**src/rtl/core/checksummed_command_frame_receiver_top_assert.svh**
```systemverilog
// ----------------------------------------------------------------------------
// Assertion macros for the command frame receiver
// Concurrent checks with a synchronous active-low reset as disable.
// ----------------------------------------------------------------------------
`ifndef CHECKSUMMED_COMMAND_FRAME_RECEIVER_TOP_ASSERT_SVH
`define CHECKSUMMED_COMMAND_FRAME_RECEIVER_TOP_ASSERT_SVH

// Same-cycle implication
`define CRX_ASSERT_NOW(lbl, clk, rst_n, pre, post) \
    lbl: assert property (@(posedge clk) disable iff (!rst_n) (pre) |-> (post)) \
        else $error("crx assertion failed");

// Next-cycle implication
`define CRX_ASSERT_NEXT(lbl, clk, rst_n, pre, post) \
    lbl: assert property (@(posedge clk) disable iff (!rst_n) (pre) |=> (post)) \
        else $error("crx assertion failed");

`endif

```
**src/rtl/core/crx_pkg.sv**
```systemverilog
// ----------------------------------------------------------------------------
// crx_pkg
// Shared types, codes and defaults of the command frame receiver.
// ----------------------------------------------------------------------------
`default_nettype none

package crx_pkg;

    localparam int          BUF_DEPTH_DEF  = 256;
    localparam logic [7:0]  IDLE_LIMIT_RST = 8'd20;

    // Frame header bytes
    localparam logic [7:0]  HDR_FIRST  = 8'h3B;
    localparam logic [7:0]  HDR_SECOND = 8'h2C;

    // Scanner and display commands
    localparam logic [7:0]  CMD_SCAN_HIGH = 8'hB0;
    localparam logic [7:0]  CMD_SCAN_LOW  = 8'hB1;
    localparam logic [7:0]  CMD_PWR_OFF   = 8'hB2;
    localparam logic [7:0]  CMD_PWR_ON    = 8'hB3;
    localparam logic [7:0]  CMD_LANG_EN   = 8'hB4;
    localparam logic [7:0]  CMD_LANG_BIG5 = 8'hB5;
    localparam logic [7:0]  CMD_LANG_GB   = 8'hB6;
    localparam logic [7:0]  CMD_BL_ON     = 8'hB9;
    localparam logic [7:0]  CMD_BL_OFF    = 8'hBA;

    // Commands that select a page
    localparam int          NUM_PAGES = 14;
    localparam logic [7:0]  PAGE_CMDS [NUM_PAGES] = '{
        8'h00, 8'h0A, 8'h0B, 8'h14, 8'h15, 8'h1E, 8'h1F,
        8'h28, 8'h29, 8'h2A, 8'h2B, 8'h32, 8'h3C, 8'h46
    };

    // One input item as held in the input register
    typedef struct packed {
        logic       mode;
        logic [7:0] rx_byte;
    } t_in_item;

    // Frame completion reported by the parser
    typedef struct packed {
        logic       done;
        logic       ok;
        logic [7:0] command;
        logic [7:0] frame_length;
    } t_frame_evt;

    // One result item
    typedef struct packed {
        logic       frame_ok;
        logic [7:0] command;
        logic [7:0] frame_length;
        logic [7:0] page;
        logic       scan_line;
        logic       scanner_power_line;
        logic       backlight_on;
        logic [1:0] language;
        logic       language_changed;
        logic       scan_start;
    } t_result;

endpackage

`default_nettype wire

```
**src/rtl/core/crx_in_if.sv**
```systemverilog
// ----------------------------------------------------------------------------
// crx_in_if
// Input channel: received bytes and millisecond ticks.
// ----------------------------------------------------------------------------
`default_nettype none

interface crx_in_if;
    logic       valid;
    logic       ready;
    logic       mode;
    logic [7:0] rx_byte;

    modport source (output valid, output mode, output rx_byte, input ready);
    modport sink   (input valid, input mode, input rx_byte, output ready);
endinterface

`default_nettype wire

```
**src/rtl/core/crx_out_if.sv**
```systemverilog
// ----------------------------------------------------------------------------
// crx_out_if
// Result channel: one item per completed frame.
// ----------------------------------------------------------------------------
`default_nettype none

interface crx_out_if;
    logic       valid;
    logic       ready;
    logic       frame_ok;
    logic [7:0] command;
    logic [7:0] frame_length;
    logic [7:0] page;
    logic       scan_line;
    logic       scanner_power_line;
    logic       backlight_on;
    logic [1:0] language;
    logic       language_changed;
    logic       scan_start;

    modport source (
        output valid, output frame_ok, output command, output frame_length,
        output page, output scan_line, output scanner_power_line,
        output backlight_on, output language, output language_changed,
        output scan_start, input ready
    );
    modport sink (
        input valid, input frame_ok, input command, input frame_length,
        input page, input scan_line, input scanner_power_line,
        input backlight_on, input language, input language_changed,
        input scan_start, output ready
    );
endinterface

`default_nettype wire

```
**src/rtl/core/crx_cfg_if.sv**
```systemverilog
// ----------------------------------------------------------------------------
// crx_cfg_if
// Configuration write channel for the idle limit register.
// ----------------------------------------------------------------------------
`default_nettype none

interface crx_cfg_if;
    logic       valid;
    logic       ready;
    logic [7:0] data;

    modport source (output valid, output data, input ready);
    modport sink   (input valid, input data, output ready);
endinterface

`default_nettype wire

```
**src/rtl/core/crx_parse.sv**
```systemverilog
// ----------------------------------------------------------------------------
// crx_parse
// Frame position, header check, running checksum and idle timeout.
// ----------------------------------------------------------------------------
`default_nettype none

`include "checksummed_command_frame_receiver_top_assert.svh"

module crx_parse #(
    parameter int BUF_DEPTH = crx_pkg::BUF_DEPTH_DEF
) (
    input  wire logic                 i_clk,
    input  wire logic                 i_rst_n,
    input  wire logic                 i_fire,
    input  wire crx_pkg::t_in_item    i_item,
    input  wire logic [7:0]           i_idle_limit,
    output crx_pkg::t_frame_evt       o_evt
);

    localparam int PW = $clog2(BUF_DEPTH);
    localparam int CW = (PW > 9) ? PW : 9;
    localparam logic [PW-1:0] MAX_POS = PW'(BUF_DEPTH - 1);

    logic [PW-1:0] r_pos,  n_pos;
    logic [7:0]    r_sum,  n_sum;
    logic [1:0]    r_hdr,  n_hdr;
    logic [7:0]    r_len,  n_len;
    logic [7:0]    r_cmd,  n_cmd;
    logic [7:0]    r_idle, n_idle;

    logic [7:0]    sum_base;
    logic [8:0]    tick_cnt;
    logic [8:0]    lplus;
    logic [PW-1:0] count;
    logic          sum_ok;
    logic          done;

    // Step the frame state for one accepted item
    always_comb begin
        n_pos    = r_pos;
        n_sum    = r_sum;
        n_hdr    = r_hdr;
        n_len    = r_len;
        n_cmd    = r_cmd;
        n_idle   = r_idle;
        sum_base = r_sum;
        tick_cnt = {1'b0, r_idle} + 9'd1;
        lplus    = 9'd0;
        count    = r_pos;
        sum_ok   = 1'b0;
        done     = 1'b0;
        if (i_fire && i_item.mode) begin
            // tick: count idle time, drop the partial frame past the limit
            if (tick_cnt > {1'b0, i_idle_limit}) begin
                n_idle = 8'd0;
                n_pos  = '0;
            end else begin
                n_idle = tick_cnt[7:0];
            end
        end else if (i_fire) begin
            n_idle = 8'd0;
            if (r_pos == '0) begin
                n_hdr    = {1'b0, (i_item.rx_byte == crx_pkg::HDR_FIRST)};
                sum_base = 8'd0;
            end else if (r_pos == PW'(1)) begin
                n_hdr = {(i_item.rx_byte == crx_pkg::HDR_SECOND), r_hdr[0]};
            end else if (r_pos == PW'(2)) begin
                n_len = i_item.rx_byte;
            end else if (r_pos == PW'(3)) begin
                n_cmd = i_item.rx_byte;
            end
            // checksum byte compares against the sum before it
            sum_ok = (sum_base == i_item.rx_byte);
            lplus  = {1'b0, n_len} + 9'd1;
            if (r_pos >= PW'(2) && CW'(r_pos) <= CW'(lplus)) begin
                n_sum = sum_base + i_item.rx_byte;
            end else begin
                n_sum = sum_base;
            end
            // saturate the position at the buffer end
            count = (r_pos == MAX_POS) ? MAX_POS : r_pos + PW'(1);
            done  = (n_hdr == 2'b11) && (count >= PW'(5)) &&
                    (CW'(count) == CW'(n_len) + CW'(3));
            n_pos = done ? '0 : count;
        end
    end

    always_ff @(posedge i_clk) begin
        if (!i_rst_n) begin
            r_pos  <= '0;
            r_sum  <= 8'd0;
            r_hdr  <= 2'b00;
            r_len  <= 8'd0;
            r_cmd  <= 8'd0;
            r_idle <= 8'd0;
        end else begin
            r_pos  <= n_pos;
            r_sum  <= n_sum;
            r_hdr  <= n_hdr;
            r_len  <= n_len;
            r_cmd  <= n_cmd;
            r_idle <= n_idle;
        end
    end

    assign o_evt.done         = done;
    assign o_evt.ok           = sum_ok;
    assign o_evt.command      = n_cmd;
    assign o_evt.frame_length = n_len;

    `CRX_ASSERT_NOW(a_pos_range, i_clk, i_rst_n, 1'b1, r_pos <= MAX_POS)
    `CRX_ASSERT_NEXT(a_done_clears, i_clk, i_rst_n, o_evt.done, r_pos == '0)
    `CRX_ASSERT_NOW(a_tick_no_frame, i_clk, i_rst_n, i_fire && i_item.mode, !o_evt.done)

endmodule

`default_nettype wire

```
**src/rtl/core/crx_exec.sv**
```systemverilog
// ----------------------------------------------------------------------------
// crx_exec
// Command execution: page select, scanner pins, backlight and language.
// ----------------------------------------------------------------------------
`default_nettype none

`include "checksummed_command_frame_receiver_top_assert.svh"

module crx_exec (
    input  wire logic                 i_clk,
    input  wire logic                 i_rst_n,
    input  wire logic                 i_fire,
    input  wire crx_pkg::t_frame_evt  i_evt,
    output crx_pkg::t_result          o_res
);

    localparam logic [1:0] LANG_EN   = 2'd0;
    localparam logic [1:0] LANG_BIG5 = 2'd1;
    localparam logic [1:0] LANG_GB   = 2'd2;

    logic [7:0] r_page,  n_page;
    logic       r_scan,  n_scan;
    logic       r_power, n_power;
    logic       r_blight, n_blight;
    logic [1:0] r_lang,  n_lang;
    logic       apply;
    logic       is_page;
    logic       lang_chg;
    logic       scan_go;
    logic       bad_frame;

    // Match the command against the page list
    always_comb begin
        is_page = 1'b0;
        for (int k = 0; k < crx_pkg::NUM_PAGES; k++) begin
            if (i_evt.command == crx_pkg::PAGE_CMDS[k]) begin
                is_page = 1'b1;
            end
        end
    end

    // Apply the command of a frame with a good checksum
    always_comb begin
        apply    = i_fire && i_evt.done && i_evt.ok;
        n_page   = r_page;
        n_scan   = r_scan;
        n_power  = r_power;
        n_blight = r_blight;
        n_lang   = r_lang;
        lang_chg = 1'b0;
        scan_go  = 1'b0;
        if (apply && is_page) begin
            n_page = i_evt.command;
        end else if (apply) begin
            case (i_evt.command)
                crx_pkg::CMD_SCAN_LOW: begin
                    n_scan  = 1'b0;
                    scan_go = 1'b1;
                end
                crx_pkg::CMD_SCAN_HIGH: n_scan   = 1'b1;
                crx_pkg::CMD_PWR_OFF:   n_power  = 1'b0;
                crx_pkg::CMD_PWR_ON:    n_power  = 1'b1;
                crx_pkg::CMD_LANG_EN: begin
                    n_lang   = LANG_EN;
                    lang_chg = 1'b1;
                end
                crx_pkg::CMD_LANG_BIG5: begin
                    n_lang   = LANG_BIG5;
                    lang_chg = 1'b1;
                end
                crx_pkg::CMD_LANG_GB: begin
                    n_lang   = LANG_GB;
                    lang_chg = 1'b1;
                end
                crx_pkg::CMD_BL_ON:     n_blight = 1'b1;
                crx_pkg::CMD_BL_OFF:    n_blight = 1'b0;
                default: begin
                    n_scan = r_scan;
                end
            endcase
        end
    end

    always_ff @(posedge i_clk) begin
        if (!i_rst_n) begin
            r_page   <= 8'd0;
            r_scan   <= 1'b1;
            r_power  <= 1'b0;
            r_blight <= 1'b0;
            r_lang   <= LANG_EN;
        end else begin
            r_page   <= n_page;
            r_scan   <= n_scan;
            r_power  <= n_power;
            r_blight <= n_blight;
            r_lang   <= n_lang;
        end
    end

    // Result shows the state after this frame
    assign o_res.frame_ok           = i_evt.ok;
    assign o_res.command            = i_evt.command;
    assign o_res.frame_length       = i_evt.frame_length;
    assign o_res.page               = n_page;
    assign o_res.scan_line          = n_scan;
    assign o_res.scanner_power_line = n_power;
    assign o_res.backlight_on       = n_blight;
    assign o_res.language           = n_lang;
    assign o_res.language_changed   = lang_chg;
    assign o_res.scan_start         = scan_go;

    assign bad_frame = i_fire && i_evt.done && !i_evt.ok;

    `CRX_ASSERT_NEXT(a_bad_sum_hold, i_clk, i_rst_n, bad_frame, $stable({r_page, r_lang, r_scan}))

endmodule

`default_nettype wire

```
**src/rtl/core/checksummed_command_frame_receiver_top.sv**
```systemverilog
// ----------------------------------------------------------------------------
// checksummed_command_frame_receiver_top
// Length-prefixed command frame receiver with additive checksum.
// ----------------------------------------------------------------------------
//  channel   dir  handshake       payload
//  i_in      in   valid/ready     mode, rx_byte
//  o_out     out  valid/ready     frame_ok .. scan_start (one item per frame)
//  i_cfg     in   valid/ready     data = idle_limit
//
//  One input item is taken every cycle while o_out is not stalled; a result
//  passes the input register, then the result register, before o_out.
//  The frame state update is a single pass between those two registers.
//  Reset clears frame state, pins (scan line high) and sets idle_limit to 20.
//  A stalled result holds o_out and blocks input only while it cannot move.
// ----------------------------------------------------------------------------
`default_nettype none

`include "checksummed_command_frame_receiver_top_assert.svh"

module checksummed_command_frame_receiver_top #(
    parameter int BUF_DEPTH = crx_pkg::BUF_DEPTH_DEF
) (
    input  wire logic   i_clk,
    input  wire logic   i_rst_n,
    crx_in_if.sink      i_in,
    crx_out_if.source   o_out,
    crx_cfg_if.sink     i_cfg
);

    logic                r_in_valid;
    crx_pkg::t_in_item   r_in;
    logic                r_out_valid;
    crx_pkg::t_result    r_out;
    logic [7:0]          r_idle_limit;
    logic                s_adv;
    crx_pkg::t_frame_evt evt;
    crx_pkg::t_result    res;

    // Advance the held item when the result side can take it
    assign s_adv      = r_in_valid && (!r_out_valid || o_out.ready);
    assign i_in.ready = !r_in_valid || s_adv;
    assign i_cfg.ready = 1'b1;

    // Input register
    always_ff @(posedge i_clk) begin
        if (!i_rst_n) begin
            r_in_valid <= 1'b0;
        end else if (i_in.ready) begin
            r_in_valid <= i_in.valid;
        end
    end

    always_ff @(posedge i_clk) begin
        if (i_in.valid && i_in.ready) begin
            r_in.mode    <= i_in.mode;
            r_in.rx_byte <= i_in.rx_byte;
        end
    end

    // Idle limit register
    always_ff @(posedge i_clk) begin
        if (!i_rst_n) begin
            r_idle_limit <= crx_pkg::IDLE_LIMIT_RST;
        end else if (i_cfg.valid) begin
            r_idle_limit <= i_cfg.data;
        end
    end

    crx_parse #(
        .BUF_DEPTH (BUF_DEPTH)
    ) u_parse (
        .i_clk        (i_clk),
        .i_rst_n      (i_rst_n),
        .i_fire       (s_adv),
        .i_item       (r_in),
        .i_idle_limit (r_idle_limit),
        .o_evt        (evt)
    );

    crx_exec u_exec (
        .i_clk   (i_clk),
        .i_rst_n (i_rst_n),
        .i_fire  (s_adv),
        .i_evt   (evt),
        .o_res   (res)
    );

    // Result register
    always_ff @(posedge i_clk) begin
        if (!i_rst_n) begin
            r_out_valid <= 1'b0;
        end else if (s_adv && evt.done) begin
            r_out_valid <= 1'b1;
        end else if (o_out.ready) begin
            r_out_valid <= 1'b0;
        end
    end

    always_ff @(posedge i_clk) begin
        if (s_adv && evt.done) begin
            r_out <= res;
        end
    end

    assign o_out.valid              = r_out_valid;
    assign o_out.frame_ok           = r_out.frame_ok;
    assign o_out.command            = r_out.command;
    assign o_out.frame_length       = r_out.frame_length;
    assign o_out.page               = r_out.page;
    assign o_out.scan_line          = r_out.scan_line;
    assign o_out.scanner_power_line = r_out.scanner_power_line;
    assign o_out.backlight_on       = r_out.backlight_on;
    assign o_out.language           = r_out.language;
    assign o_out.language_changed   = r_out.language_changed;
    assign o_out.scan_start         = r_out.scan_start;

    `CRX_ASSERT_NEXT(a_out_kept, i_clk, i_rst_n, r_out_valid && !o_out.ready, r_out_valid)
    `CRX_ASSERT_NOW(a_no_overrun, i_clk, i_rst_n, r_out_valid && !o_out.ready, !s_adv)

endmodule

`default_nettype wire

```
**src/flat_wrapper.sv**
```systemverilog
// flat-port wrapper written by rule: the top's interface ports become plain ports
module checksummed_command_frame_receiver_top_flat 
#(
    parameter int BUF_DEPTH = crx_pkg::BUF_DEPTH_DEF
)
  (i_clk, i_rst_n, i_in_valid, i_in_mode, i_in_rx_byte, i_in_ready, o_out_valid, o_out_frame_ok, o_out_command, o_out_frame_length, o_out_page, o_out_scan_line, o_out_scanner_power_line, o_out_backlight_on, o_out_language, o_out_language_changed, o_out_scan_start, o_out_ready, i_cfg_valid, i_cfg_data, i_cfg_ready);
  crx_in_if i_in_i ();
  crx_out_if o_out_i ();
  crx_cfg_if i_cfg_i ();
  input  wire logic i_clk;
  input  wire logic i_rst_n;
  input wire logic [$bits(i_in_i.valid)-1:0] i_in_valid;
  input wire logic [$bits(i_in_i.mode)-1:0] i_in_mode;
  input wire logic [$bits(i_in_i.rx_byte)-1:0] i_in_rx_byte;
  output wire logic [$bits(i_in_i.ready)-1:0] i_in_ready;
  output wire logic [$bits(o_out_i.valid)-1:0] o_out_valid;
  output wire logic [$bits(o_out_i.frame_ok)-1:0] o_out_frame_ok;
  output wire logic [$bits(o_out_i.command)-1:0] o_out_command;
  output wire logic [$bits(o_out_i.frame_length)-1:0] o_out_frame_length;
  output wire logic [$bits(o_out_i.page)-1:0] o_out_page;
  output wire logic [$bits(o_out_i.scan_line)-1:0] o_out_scan_line;
  output wire logic [$bits(o_out_i.scanner_power_line)-1:0] o_out_scanner_power_line;
  output wire logic [$bits(o_out_i.backlight_on)-1:0] o_out_backlight_on;
  output wire logic [$bits(o_out_i.language)-1:0] o_out_language;
  output wire logic [$bits(o_out_i.language_changed)-1:0] o_out_language_changed;
  output wire logic [$bits(o_out_i.scan_start)-1:0] o_out_scan_start;
  input wire logic [$bits(o_out_i.ready)-1:0] o_out_ready;
  input wire logic [$bits(i_cfg_i.valid)-1:0] i_cfg_valid;
  input wire logic [$bits(i_cfg_i.data)-1:0] i_cfg_data;
  output wire logic [$bits(i_cfg_i.ready)-1:0] i_cfg_ready;
  assign i_in_i.valid = i_in_valid;
  assign i_in_i.mode = i_in_mode;
  assign i_in_i.rx_byte = i_in_rx_byte;
  assign i_in_ready = i_in_i.ready;
  assign o_out_valid = o_out_i.valid;
  assign o_out_frame_ok = o_out_i.frame_ok;
  assign o_out_command = o_out_i.command;
  assign o_out_frame_length = o_out_i.frame_length;
  assign o_out_page = o_out_i.page;
  assign o_out_scan_line = o_out_i.scan_line;
  assign o_out_scanner_power_line = o_out_i.scanner_power_line;
  assign o_out_backlight_on = o_out_i.backlight_on;
  assign o_out_language = o_out_i.language;
  assign o_out_language_changed = o_out_i.language_changed;
  assign o_out_scan_start = o_out_i.scan_start;
  assign o_out_i.ready = o_out_ready;
  assign i_cfg_i.valid = i_cfg_valid;
  assign i_cfg_i.data = i_cfg_data;
  assign i_cfg_ready = i_cfg_i.ready;
  checksummed_command_frame_receiver_top #(.BUF_DEPTH(BUF_DEPTH)) u_core (.i_clk(i_clk), .i_rst_n(i_rst_n), .i_in(i_in_i), .o_out(o_out_i), .i_cfg(i_cfg_i));
endmodule
```
**config.mk**
```make
export PLATFORM = sky130hd
export DESIGN_NAME = checksummed_command_frame_receiver_top_flat
export DESIGN_NICKNAME = d
export VERILOG_FILES = /design/src/rtl/core/crx_pkg.sv /design/src/rtl/core/crx_in_if.sv /design/src/rtl/core/crx_out_if.sv /design/src/rtl/core/crx_cfg_if.sv /design/src/rtl/core/crx_parse.sv /design/src/rtl/core/crx_exec.sv /design/src/rtl/core/checksummed_command_frame_receiver_top.sv /design/src/flat_wrapper.sv
export VERILOG_INCLUDE_DIRS = /design/src /design/src/rtl/core
export SDC_FILE = /design/constraint.sdc
export NUM_CORES = 1
export LEC_CHECK = 0
export BUFFER_PORTS_ARGS = -buffer_cell sky130_fd_sc_hd__buf_2
export CORE_ASPECT_RATIO = 0.75
export CORE_MARGIN = 1.5
export CORE_UTILIZATION = 35
export CTS_CLUSTER_SIZE = 28
export DETAILED_ROUTE_END_ITERATION = 10
export PLACE_DENSITY_LB_ADDON = 0.05
export SLEW_MARGIN = 20
export SYNTH_ARGS = -nofsm -noshare
export SYNTH_HDL_FRONTEND = slang
export SYNTH_HIERARCHICAL = 1
export SYNTH_SLANG_ARGS = --single-unit
export TNS_END_PERCENT = 10
```
**constraint.sdc**
```tcl
create_clock -name i_clk -period 12.7 [get_ports i_clk]
set_input_delay 0.635 -clock i_clk [delete_from_list [all_inputs] [get_ports i_clk]]
set_output_delay 0.635 -clock i_clk [all_outputs]
set_load 0.03 [all_outputs]
```
* Word level (Yosys, flattened, before mapping) *
Cells that the tools add are included.

word-level totals
  bits in registers = 106
  latch bits = 0
  bits in writable memories = 0
  ROM bits = 0
  bits of input ports = 22
  output and inout port bits = 35
  memories = 0

operators by class
  $add $sub $neg = 5
  multipliers = 0
  divide/modulo/power cells = 0
  $lt $le $gt $ge = 4
  equal/unequal tests = 32
  shift operators = 0
  multiplexer cells = 64
  bitwise logic cells = 2
  reductions and logical operators = 21

operators by type and width
  operator                                                                              count
  8-bit 2-to-1 mux                                                                      26
  8-bit == test (second input constant)                                                 10
  8-bit by 6-bit == test with 1-bit output (second input constant)                      8
  8-bit by 5-bit == test with 1-bit output (second input constant)                      4
  1-bit 2-to-1 mux                                                                      28
  8-bit by 1-bit adder with 9-bit output (second input constant)                        2
  8-bit by 2-bit == test with 1-bit output (second input constant)                      2
  8-bit by 4-bit == test with 1-bit output (second input constant)                      2
  8-bit logical NOT                                                                     2
  2-bit 2-to-1 mux                                                                      6
  8-bit by 2-bit adder with 9-bit output (second input constant)                        1
  8-bit by 9-bit == test with 1-bit output                                              1
  9-bit by 8-bit greater-than comparator with 1-bit output                              1
  8-bit by 9-bit <= comparator with 1-bit output                                        1
  1-bit logical AND                                                                     9
  8-bit by 1-bit adder with 8-bit output (second input constant)                        1
  8-bit adder                                                                           1
  8-bit by 1-bit == test with 1-bit output (second input constant)                      1
  8-bit by 7-bit == test with 1-bit output (second input constant)                      1
  8-bit == test                                                                         1
  8-bit by 2-bit greater-or-equal comparator with 1-bit output (second input constant)  1
  8-bit by 3-bit greater-or-equal comparator with 1-bit output (second input constant)  1
  1-bit case mux with 2 select lines                                                    3
  2-bit case mux with 3 select lines                                                    1
  9 further kinds                                                                       14

* Longest topological paths before layout *
Gate-level depths: netlist of the first run.

  depth after elaboration = 24
  depth in mapped cells = 20
  gate-level depth less buffers = 18

* Cells and area by module *
Netlist of the first run, hierarchy kept.

by module, submodules not included
  module                                  times used  cells each  area an instance (um^2)
  crx_parse                               1           435         3538.4
  checksummed_command_frame_receiver_top  1           82          1641.6
  crx_exec                                1           122         1051.0

* Worst setup path after synthesis of the first run *
No wires, ideal clock.

  path type = register to register
  from = register u_core.u_parse.r_pos[0]
  to = register u_core.r_out (netlist bit u_core/o_out.backlight_on), enable pin
  setup time = 421 ps
  arrival = 4771 ps
  required time = 12279 ps
  slack = 7508 ps
  stages on the path, launching flop included = 17
  buffers on the path = 2
  clock period less this slack = 5192 ps
  path through = dfxtp_1 -> inv_1 -> ha_1 -> or3b_4 -> nand4_4 -> buf_1 -> nor2_1 -> a21oi_1 -> ha_1 -> xnor2_1 -> a2111oi_2 -> nand4_1 -> or4_4 -> nor2_1 -> buf_4 -> nand2_1 -> nor2_1

on the way
  word-level cells in the longest chain between the ends = 12
  elaborated cells between the ends (all ways) = 24
  classes of those cells = add/sub (2); order compare (1); eq/ne (5); mux (12); reduce/logical (4)

RTL lines
  element                                   RTL line                                       RTL
  start: declaration                        crx_parse.sv:24                                logic [PW-1:0] r_pos, n_pos;
  start signal: assignment                  crx_parse.sv:97                                r_pos <= n_pos;
  8-bit by 2-bit == test with 1-bit output  crx_parse.sv:67                                end else if (r_pos == PW'(2)) begin
  8-bit 2-to-1 mux                          crx_parse.sv:67
  8-bit 2-to-1 mux                          crx_parse.sv:65                                end else if (r_pos == PW'(1)) begin
  8-bit 2-to-1 mux                          crx_parse.sv:62                                if (r_pos == '0) begin
  8-bit 2-to-1 mux                          crx_parse.sv:60                                end else if (i_fire) begin
  8-bit 2-to-1 mux                          crx_parse.sv:52                                if (i_fire && i_item.mode) begin
  8-bit by 2-bit adder with 9-bit output    crx_parse.sv:83                                (CW'(count) == CW'(n_len) + CW'(3));
  8-bit by 9-bit == test with 1-bit output  crx_parse.sv:83
  1-bit logical AND (*)                     crx_parse.sv:82                                done = (n_hdr == 2'b11) && (count >= PW'(5)) &&
  1-bit 2-to-1 mux (*)                      crx_parse.sv:60
  1-bit 2-to-1 mux (*)                      crx_parse.sv:52
  via u_core.u_parse.done                   crx_parse.sv:36                                logic done;
  1-bit logical AND (*)                     checksummed_command_frame_receiver_top.sv:100  if (s_adv && evt.done) begin
  end signal: assignment                    checksummed_command_frame_receiver_top.sv:101  r_out <= res;
  end: declaration                          checksummed_command_frame_receiver_top.sv:33   crx_pkg::t_result r_out;

Mark *: on every way through the listed nets, which the timed path passes. The rest lies on a longest branch. The select of a mux whose other input is x is not followed.
A chain may end at the register's enable or synchronous reset.

==> flow_metrics.py, run 1 <==
metrics = {
    "run_status": {
        "status": "finished clean",
    },
    "sta": {
        "setup_viol_count_final": 0,
        "rsz0062_at_grt": "no",
        "hold_ws_ns": 0.4595,
        "fin_setup_tns_ns": 0,
        "fin_ws_ns": 7.453,
        "clock.fmax_ghz": 0.1906,
        "worst_slew_pin_slew_ns": 1.074,
        "slew_headroom_pct": 27.87,
        "finalHoldViolations": 0,
        "fin_crit_sh_pct": 41.32,
        "fin_crit_ns": 5.247,
        "report.final.slew_viol_count": 0,
        "finalClockSkew_ns": 0.009697,
    },
    "cts": {
        "cts-root-buf": "clkbuf_16",
        "cts_hold_buf": 0,
        "clk_path_buf_depth": 2,
        "cts_tree": "yes",
        "cts_buffers": 9,
        "numClockSinks": 106,
        "cts_setup_buffers": 0,
        "path_clk_slew_ns": 0.07,
        "cts_max_level": 3,
        "worstSkewPairLatency_ns": 0.35,
        "cts.repair.resized": 0,
    },
    "worst_setup_path": {
        "required_ns": 12.80,
        "arrival_ns": 5.35,
        "timing_worst_setup_path_type": "reg2reg",
        "crit_path_end_kind": "flop",
        "crit_path_max_fanout": 19,
        "start_kind": "flop",
    },
    "power_and_ir_drop": {
        "total_power_uw": 685.1,
        "seqPwrFrac_pct": 53.5,
        "combPwrFrac_pct": 5.6,
        "power_leakage_uw": 0.002674,
        "p_per_area_nw_per_um2": 102.0,
        "switchingPower_uw": 161.1,
        "p_int_uw": 524.0,
        "ir_drop_mv": 0.04755,
        "switching_share_pct": 23.51,
        "pwr-share-clk_pct": 40.9,
    },
    "cells_and_area": {
        "drive_gt1_share_pct": 16.69,
        "multi_input_area_sq_um": 3218,
        "layout.nets": 700,
        "diodes": 0,
        "fin_area_sq_um": 6714,
        "fill_cells": 1811,
        "area_growth_pct": 7.751,
        "regArea_sq_um": 2532,
    },
    "floorplanning": {
        "num_io_pins": 57,
        "die_height_um": 118.6,
        "initial_core_util_pct": 35.50,
        "fp.dieArea_sq_um": 18620,
        "fp.coreArea_sq_um": 17550,
        "num_rows": 42,
        "die_x_um": 157.1,
    },
    "synthesis": {
        "netlist_area_sq_um": 6231,
        "synth_most_common_cell": "dfxtp_1",
        "synth_seq_area_share_pct": 40.64,
        "synth_common_cells": "dfxtp_1 (65), nand2_1 (58), edfxtp_1 (41), nor2_1 (37), ha_1 (29)",
        "syn_inst": 639,
        "avgSynthCellArea_sq_um": 9.751,
        "synth_flop_cell": "dfxtp_1",
        "syn-num-nets": 691,
        "netlist.area_leader.share_pct": 20.88,
        "synth_edf_count": 41,
        "synth_top_area_cell": "dfxtp_1",
        "yosysWarnings": 6,
        "synth_cell_types": 79,
        "synth-async-reset-ratio_pct": 0,
        "synth-seq-cells": 106,
        "synthTopCellsByArea": "dfxtp_1 (21%), edfxtp_1 (20%), ha_1 (5.8%)",
    },
    "route": {
        "drc": 0,
        "dr.first_iter.drc_count": 372,
        "wl_mm": 15.11,
        "vias_per_cell": 5.132,
        "routedWlPerCell_um": 16.89,
        "ant_nets": 0,
        "drt-pass1-iter-count": 5,
        "vias": 4593,
    },
    "global_route": {
        "antenna_found_initial": 0,
        "grt_max_degree": 47,
        "busiest_layer": "met1",
        "met1_usage_pct": 25.02,
        "grt_pass1_vias": 4359,
        "use_met2_pct": 24.64,
        "grtUsageTotal_pct": 17.00,
        "met3_usage_pct": 3.850,
        "grt_pass1_wl_mm": 24.03,
        "grt-ovfl-total": 0,
    },
    "placed_design": {
        "dpl.hpwl_mm": 11.13,
        "post_dp_cell_area_sq_um": 6426,
        "port_buffers": 55,
        "dp_slack_ns": 7.386,
        "gp_congestion": 0.8504,
    },
    "run": {
        "drv_cap": 0,
    },
    "worst_hold_path": {
        "hold_path_class": "in2reg",
    },
}
layer usage:
| layer | wire, um | share of wire [%] |
|---|---|---|
| met5 | 0 | 0 |
| met4 | 180 | 1.2 |
| met3 | 868 | 5.7 |
| met2 | 6307 | 42 |
| met1 | 7757 | 51 |
cells in the final DEF (no fill, tap or decap), drive strengths merged, types with 4 or more instances in the layout:
cell	n
a21boi	5
a21oi	25
a22o	13
a31oi	4
and2	30
and3	8
buf	56
clkbuf	11
dfxtp	65
edfxtp	41
ha	29
inv	24
mux2	20
mux2i	25
nand2	58
nand2b	4
nand3	23
nand4	10
nor2	37
nor2b	14
nor3	14
nor3b	4
nor4	6
o21a	7
o21ai	25
xnor2	24
xor2	14
through the flow:
| stage | utilization [%] | std cells |
|---|---|---|
| finish | 38.25 | 895 |
| global route | 38.25 | 895 |
| CTS | 38.25 | 895 |
| detailed placement | 36.61 | 879 |
| global placement | 36.59 | 879 |
| floorplan | - | 639 |
final timing paths:
check / from / endpoint / slack, ns / cells after the start
setup / recovery: u_core/u_parse/r_pos[0]$_SDFFE_PN0P_ / u_core/o_out.page[5]$_DFFE_PP_ / 7.45 / 14
hold / removal: i_in_rx_byte[6] / u_core/r_in[6]$_DFFE_PP_ / 0.46 / 1
setup reg to reg: u_core/u_parse/r_pos[0]$_SDFFE_PN0P_ / u_core/o_out.page[5]$_DFFE_PP_ / 7.45 / 14
hold reg to reg: u_core/u_exec/r_page[2]$_SDFF_PN0_ / u_core/u_exec/r_page[2]$_SDFF_PN0_ / 0.46 / 2
critical path: stages (launching register included):
cell and delay [ns]:
dfxtp_1 0.49, inv_1 0.16, ha_1 0.27, or3b_4 0.26, nand4_4 0.29, mux2i_1 0.52, ha_1 0.34, xnor2_1 0.15
a2111oi_2 0.33, nand4_1 0.15, or4_4 0.59, nor2_1 0.13, and3_1 0.37, a21boi_4 0.55, mux2_2 0.39
power by group through the flow:
stage | clock, uW | sequential (uW) | combinational [uW]
finish | 280 | 366 | 38.3
global route | 306 | 367 | 43.0
CTS | 293 | 366 | 38.5
detailed placement | 0 | 374 | 38.3
global placement | 0 | 374 | 37.6
floorplan | 0 | 367 | 31.2
area by class of cell:
type / instances / share of cell area [%]
Tap cell: 242 / 4.510
Timing Repair Buffer: 56 / 4.212
Multi-Input combinational cell: 451 / 47.93
Clock inverter: 5 / 0.8200
Clock buffer: 11 / 3.466
Sequential cell: 106 / 37.72
Inverter: 24 / 1.342
registers in the layout (all words and copies together) (netlist names), 8 cells and up:
signal	flops
u_core/o_out.frame_length	8
u_core/u_exec/r_page	8
u_core/o_out.command	8
u_core/r_in	9
u_core/r_idle_limit	8
u_core/u_parse/r_idle	8
u_core/u_parse/r_sum	8
u_core/u_parse/r_pos	8
u_core/o_out.page	8
u_core/u_parse/r_len	8
u_core/u_parse/r_cmd	8
cells by family (layout without fill, tap and decap cells):
family / after synthesis / in the layout / share of synthesized area (%)
flip-flops: 106 / 106 / 40.64
AND/OR/NAND/NOR: 232 / 232 / 20.32
other: 1 / 1 / 0.06018
multiplexers: 45 / 45 / 7.952
adder cells (fa/ha/maj): 30 / 30 / 6.145
AO/OA/AOI/OAI: 105 / 105 / 11.73
buffers and inverters: 82 / 96 / 7.811
XOR/XNOR: 38 / 38 / 5.341
No activity file was read; power rests on OpenSTA's default activity.
==> run 2, diff against run 1 <==
--- a/config.mk
+++ b/config.mk
@@ -6,6 +6,7 @@
 export SDC_FILE = /design/constraint.sdc
 export NUM_CORES = 1
 export LEC_CHECK = 0
+export ABC_AREA = 1
 export BUFFER_PORTS_ARGS = -buffer_cell sky130_fd_sc_hd__buf_2
 export CORE_ASPECT_RATIO = 0.75
 export CORE_MARGIN = 1.5
==> constraint.sdc (replaced) <==
create_clock -name i_clk -period 4.9 [get_ports i_clk]
set_input_delay 0.245 -clock i_clk [delete_from_list [all_inputs] [get_ports i_clk]]
set_output_delay 0.245 -clock i_clk [all_outputs]
set_load 0.03 [all_outputs]
==> run 2 against run 1 <==
Hold slack got worse by 0.40 ns. Core utilization rose by 1.4 points. Clock skew fell by 0.00075 ns. Design area rose by 5.5%. Die area rose by 3.5%. Final cell count rose by 26%. Synthesized cell count rose by 33%. Count of clock-buffer cells in the layout fell by 2. Largest power group unchanged.
==> flow_metrics.py, run 2 <==
metrics = {
    "cells_and_area": {
        "utilization_pct": 39.65,
        "final_cell_mix": "nand2_1 (233), inv_1 (106), nor2_1 (69), dfxtp_1 (65), nand3_1 (61)",
        "diodes": 0,
        "top_register": "u_core/r_in",
        "drive_gt1_share_pct": 16.63,
        "fill_cells": 1852,
        "largest_register_ffs": 9,
        "layout.nets": 931,
        "final_common_cell": "nand2_1",
        "final_cells": 1126,
        "area_growth_pct": 9.814,
    },
    "power_and_ir_drop": {
        "combPwrFrac_pct": 5.9,
        "switchingPower_uw": 454.6,
        "pwr-share-clk_pct": 41.2,
        "p_per_area_nw_per_um2": 249.9,
        "total_power_uw": 1770,
        "seqPwrFrac_pct": 52.8,
        "power_leakage_uw": 0.003292,
        "p_int_uw": 1316,
        "ir_drop_mv": 0.1293,
        "switching_share_pct": 25.68,
    },
    "floorplanning": {
        "initial_core_util_pct": 36.11,
        "num_io_pins": 57,
        "fp.coreArea_sq_um": 17870,
        "die_height_um": 120.6,
        "die_x_um": 159.8,
        "fp.dieArea_sq_um": 19260,
        "num_rows": 42,
    },
    "sta": {
        "rsz0062_at_grt": "no",
        "fin_crit_sh_pct": 79.34,
        "fin_crit_ns": 3.888,
        "fin_setup_tns_ns": 0,
        "clock.fmax_ghz": 0.2572,
        "fin_ws_ns": 1.012,
        "report.final.slew_viol_count": 0,
        "finalClockSkew_ns": 0.008944,
        "worst_slew_pin_slew_ns": 0.5718,
        "slew_headroom_pct": 61.74,
        "setup_viol_count_final": 0,
        "finalHoldViolations": 0,
    },
    "placed_design": {
        "gp_congestion": 0.8515,
        "place_inst": 1110,
        "dp_slack_ns": 0.9973,
        "port_buffers": 55,
        "dpl.hpwl_mm": 12.38,
    },
    "worst_setup_path": {
        "critPathSlowestCell": "dfxtp_1",
        "path_depth": 19,
        "start_kind": "flop",
        "crit_family": "simple AND/OR/NAND/NOR gates",
        "crit_path_max_fanout": 27,
        "cp_common_cell": "nand2_1",
        "crit_chain": "inv_1, ha_1, nand2_1, inv_1, nand2_1, nand3_1, nand2_1, nand2_1, ha_1, xor2_1, nand2_1, inv_1, nand3_1, nor2_2, nand3_4, nor3_2, inv_1, nor3_4, buf_4",
        "arrival_ns": 3.91,
        "r2r_setup_slack_ns": 1.01,
        "timing_worst_setup_path_type": "reg2reg",
        "crit_path_end_kind": "flop",
        "r2r.worst_path.cells": 19,
        "required_ns": 4.92,
        "cp_num_buf_inv": 5,
        "cpPeakStageDelay_ns": 0.46,
    },
    "synthesis": {
        "synth_top_area_cell": "dfxtp_1",
        "synth-seq-cells": 106,
        "yosysWarnings": 6,
        "netlist.area_leader.share_pct": 20.17,
        "synth_edf_count": 41,
        "syn_inst": 850,
        "avgSynthCellArea_sq_um": 7.590,
        "syn-num-nets": 902,
        "synth_seq_area_share_pct": 39.26,
        "synth-async-reset-ratio_pct": 0,
        "synth_most_common_cell": "nand2_1",
        "synth_cell_types": 48,
        "synth_flop_cell": "dfxtp_1",
        "netlist_area_sq_um": 6451,
        "synth_common_cells": "nand2_1 (233), inv_1 (106), nor2_1 (70), dfxtp_1 (65), nand3_1 (61)",
        "synthTopCellsByArea": "dfxtp_1 (20%), edfxtp_1 (19%), nand2_1 (14%)",
    },
    "route": {
        "vias": 5310,
        "drt-pass1-iter-count": 4,
        "vias_per_cell": 4.716,
        "wl_mm": 16.34,
        "drc": 0,
        "ant_nets": 0,
        "dr.first_iter.drc_count": 380,
        "routedWlPerCell_um": 14.51,
    },
    "global_route": {
        "grt_pass1_vias": 4936,
        "grt-ovfl-total": 0,
        "antenna_found_initial": 0,
        "grtUsageTotal_pct": 17.77,
        "grt_pass1_wl_mm": 26.45,
        "grt_max_degree": 29,
    },
    "cts": {
        "path_clk_slew_ns": 0.08,
        "cts_buffers": 9,
        "cts_tree": "yes",
        "cts_hold_buf": 0,
        "cts_max_level": 3,
        "cts_setup_buffers": 0,
        "clk_path_buf_depth": 2,
        "numClockSinks": 106,
        "cts.repair.resized": 0,
        "worstSkewPairLatency_ns": 0.36,
        "cts-root-buf": "clkbuf_16",
    },
    "worst_hold_path": {
        "hold_depth": 1,
        "hold_path_class": "in2reg",
    },
    "run_status": {
        "status": "finished clean",
    },
    "run": {
        "drv_cap": 0,
    },
}
-- run 2: changes by cell type after synthesis, sizes merged, moves of 20 or more --
cell | before | now
nand3 | 23 | 67
nor2 | 37 | 82
xnor2 | 24 | 3
nand2 | 58 | 262
mux2 | 20 | 0
a21oi | 25 | 57
inv | 24 | 117
and2 | 30 | 0
mux2i | 25 | 0
-- run 2: area by class of cell --
| class | count | area (sq um) | area share, % |
|---|---|---|---|
| sequential | 106 | 2532 | 35.75 |
| timing repair buffer | 59 | 305.3 | 4.309 |
| clock inverter | 7 | 67.56 | 0.9537 |
| inverter | 121 | 461.7 | 6.517 |
| tap | 242 | 302.8 | 4.274 |
| multi-input combinational | 582 | 3189 | 45.02 |
| clock buffer | 9 | 225.2 | 3.179 |
-- run 2: layer usage --
metal | wire length [um] | vias up | track usage (%)
met2 | 6589 | 97 | 25.35
met4 | 157 | 0 | 4.835
li1 | - | 2760 | -
met3 | 700 | 15 | 3.979
met1 | 8893 | 2438 | 26.60
met5 | 0 | - | 0
-- run 2: logic make-up (layout without fill, tap and decap cells) --
family                   after synthesis  count (layout)  share of synthesized area (%)
AO/OA/AOI/OAI                         98              98                          8.631
buffers and inverters                162             196                          11.52
AND/OR/NAND/NOR                      438             438                          32.56
XOR/XNOR                              15              15                          2.037
flip-flops                           106             106                          39.26
other                                  1               1                        0.05813
adder cells (fa/ha/maj)               30              30                          5.935
-- run 2: power groups by stage --
stage               combinational, uW  clock, uW  sequential, uW
CTS                               106        757             935
floorplan                        75.6          0             950
global route                      121        787             937
global placement                  104          0             956
finish                            105        730             935
detailed placement                105          0             956
-- run 2: final timing paths --
kind	start	endpoint
worst max register to register	u_core/u_parse/r_pos[1]$_SDFFE_PN0P_	u_core/o_out.command[5]$_DFFE_PP_
worst max-delay path	u_core/u_parse/r_pos[1]$_SDFFE_PN0P_	u_core/o_out.command[5]$_DFFE_PP_
worst min register to register	u_core/u_exec/r_page[7]$_SDFF_PN0_	u_core/u_exec/r_page[7]$_SDFF_PN0_
worst min-delay path	i_in_rx_byte[5]	u_core/r_in[5]$_DFFE_PP_
-- run 2: stage by stage --
| stage | hold WS, ns | area [sq um] |
|---|---|---|
| floorplan | 0.3439 | 6456 |
| global placement | 0.4223 | 6792 |
| detailed placement | 0.4231 | 6792 |
| CTS | 0.03978 | 7084 |
| global route | 0.04165 | 7084 |
| finish | 0.05508 | 7084 |
==> run 3, diff against run 2 <==
--- a/config.mk
+++ b/config.mk
@@ -6,7 +6,7 @@
 export SDC_FILE = /design/constraint.sdc
 export NUM_CORES = 1
 export LEC_CHECK = 0
-export ABC_AREA = 1
+export ABC_AREA = 0
 export BUFFER_PORTS_ARGS = -buffer_cell sky130_fd_sc_hd__buf_2
 export CORE_ASPECT_RATIO = 0.75
 export CORE_MARGIN = 1.5
==> constraint.sdc (replaced) <==
create_clock -name i_clk -period 3.4 [get_ports i_clk]
set_input_delay 0.17 -clock i_clk [delete_from_list [all_inputs] [get_ports i_clk]]
set_output_delay 0.17 -clock i_clk [all_outputs]
set_load 0.03 [all_outputs]
==> run 3 against run 2 <==
The flow now finishes with violations (negative setup slack). Setup slack got worse by 1.4 ns. Final cell count shrank 7.6%. Hold slack got worse by 0.028 ns. Register-to-register slack lost 1.4 ns. Combinational power grew 120%. Sequential power grew 43%. Critical path type unchanged. Critical endpoint is now u_core/o_out.page[6]$_DFFE_PP_. Largest cell class unchanged. Largest power group unchanged.
==> flow_metrics.py, run 3 (synthesis results as in run 1) <==
metrics = {
    "cells_and_area": {
        "layout.nets": 845,
        "final_common_cell": "buf_4",
        "diodes": 0,
        "utilization_pct": 46.09,
        "largest_register_ffs": 9,
        "area_growth_pct": 29.82,
        "top_register": "u_core/r_in",
        "multi_input_area_sq_um": 3390,
        "fill_cells": 1686,
        "drive_gt1_share_pct": 34.71,
        "regArea_sq_um": 2539,
        "final_cell_mix": "buf_4 (130), dfxtp_1 (62), nand2_1 (57), buf_2 (55), edfxtp_1 (41)",
    },
    "cts": {
        "path_clk_slew_ns": 0.08,
        "numClockSinks": 106,
        "cts_tree": "yes",
        "clk_path_buf_depth": 2,
        "worstSkewPairLatency_ns": 0.37,
        "cts_buffers": 9,
        "cts_max_level": 3,
        "cts-root-buf": "clkbuf_16",
    },
    "floorplanning": {
        "initial_core_util_pct": 35.50,
        "die_x_um": 157.1,
        "die_height_um": 118.6,
        "num_rows": 42,
        "fp.dieArea_sq_um": 18620,
        "fp.coreArea_sq_um": 17550,
        "num_io_pins": 57,
    },
    "global_route": {
        "grt-ovfl-total": 0,
        "grt_pass1_wl_mm": 26.42,
        "grt_max_degree": 46,
        "grt_pass1_vias": 5010,
        "grtUsageTotal_pct": 18.38,
        "antenna_found_initial": 0,
    },
    "route": {
        "drt-pass1-iter-count": 7,
        "vias_per_cell": 4.956,
        "dr.first_iter.drc_count": 339,
        "drc": 0,
        "routedWlPerCell_um": 15.56,
        "vias": 5154,
        "ant_nets": 0,
        "wl_mm": 16.18,
    },
    "sta": {
        "fin_crit_ns": 3.833,
        "slew_headroom_pct": 46.66,
        "fin_ws_ns": -0.4330,
        "fin_setup_tns_ns": -13.63,
        "finalClockSkew_ns": 0.01434,
        "setup_viol_count_final": 67,
        "clock.fmax_ghz": 0.2609,
        "hold_ws_ns": 0.02743,
        "report.final.slew_viol_count": 0,
        "rsz0062_at_grt": "yes",
        "finalHoldViolations": 0,
        "fin_crit_sh_pct": 112.7,
        "worst_slew_pin_slew_ns": 0.7985,
    },
    "power_and_ir_drop": {
        "power_leakage_uw": 0.003422,
        "total_power_uw": 2674,
        "ir_drop_mv": 0.2329,
        "p_per_area_nw_per_um2": 330.5,
    },
    "worst_setup_path": {
        "required_ns": 3.51,
        "arrival_ns": 3.95,
        "r2r_start": "u_core/u_parse/r_pos[1]$_SDFFE_PN0P_",
        "r2r.worst_path.cells": 15,
        "timing_worst_setup_path_type": "reg2reg",
        "crit_path_end_kind": "flop",
        "timing.rr.end": "u_core/o_out.page[6]$_DFFE_PP_",
        "start_kind": "flop",
        "r2r_setup_slack_ns": -0.43,
        "crit_path_max_fanout": 10,
    },
    "worst_hold_path": {
        "holdPathEnd": "u_core/r_in_valid$_SDFFE_PN0P_",
        "worstHoldStart": "i_in_valid",
        "hold_depth": 3,
        "hold_path_class": "in2reg",
    },
    "run": {
        "drv_cap": 0,
    },
    "run_status": {
        "status": "finished, violations left",
        "failed_checks": "negative setup slack",
    },
    "placed_design": {
        "dp_slack_ns": -0.6006,
        "gp_congestion": 0.9194,
        "dpl.hpwl_mm": 12.37,
        "port_buffers": 55,
    },
}
## run 3: worst max-delay path by stage
stage / from / slack, ns / to / depth (start not counted)
after floorplan: u_core/u_parse/r_pos[0]$_SDFFE_PN0P_ / -0.71 / u_core/o_out.scanner_power_line$_DFFE_PP_ / 20
after global placement: u_core/u_parse/r_pos[0]$_SDFFE_PN0P_ / -0.50 / u_core/o_out.page[4]$_DFFE_PP_ / 15
after detailed placement: u_core/u_parse/r_pos[0]$_SDFFE_PN0P_ / -0.60 / u_core/o_out.page[6]$_DFFE_PP_ / 15
after CTS: u_core/u_parse/r_pos[0]$_SDFFE_PN0P_ / -0.42 / u_core/o_out.page[6]$_DFFE_PP_ / 15
after global routing: u_core/u_parse/r_pos[0]$_SDFFE_PN0P_ / -0.56 / u_core/o_out.page[6]$_DFFE_PP_ / 15
final: u_core/u_parse/r_pos[1]$_SDFFE_PN0P_ / -0.43 / u_core/o_out.page[6]$_DFFE_PP_ / 15
## run 3: where the power goes
| group | internal [uW] | switching [uW] | total [uW] |
|---|---|---|---|
| registers | 1330 | 13.7 | 1340 |
| logic | 106 | 126 | 232 |
| clock network | 583 | 517 | 1100 |
## run 3: cell type report
cell class	instances	area share, %
clock buffers	10	2.831
clock inverters	6	0.9281
inverters	24	1.176
multi-input cells	451	41.90
flip-flops and latches	106	31.38
well taps	242	3.743
repair buffers	201	18.04
## run 3: timing repair
item	4_1_cts	5_1_grt
endpoints found under the setup margin	68	75
gates resized for setup	19	20
hold buffers	9	0
setup buffers	2	6
pin swaps	6	7
endpoints found under the hold margin	9	0
## run 3: per-stage QoR
step / area, sq um / cells
after floorplan: 6312 / 639
after global placement: 7482 / 1007
after detailed placement: 7482 / 1007
after CTS: 7959 / 1034
after global routing: 8089 / 1040
final: 8089 / 1040
## run 3: worst max-delay path, stage by stage, from the launching register on
cell,delay (ns)
dfxtp_2,0.34
inv_2,0.08
ha_4,0.12
or3b_4,0.39
nand4_4,0.13
mux2i_4,0.28
ha_4,0.24
xnor2_2,0.14
a2111oi_4,0.20
nand4_1,0.15
or4_4,0.47
nor2_4,0.12
and3_4,0.22
a21boi_4,0.20
buf_12,0.14
mux2_2,0.34
## run 3: per-layer routing
metal	part of all wire, %	routed length (um)	GRT usage [%]
met1	52	8439	27.62
met2	42	6804	26.66
met5	0	0	0
met4	1.5	244	5.071
met3	4.3	695	3.410
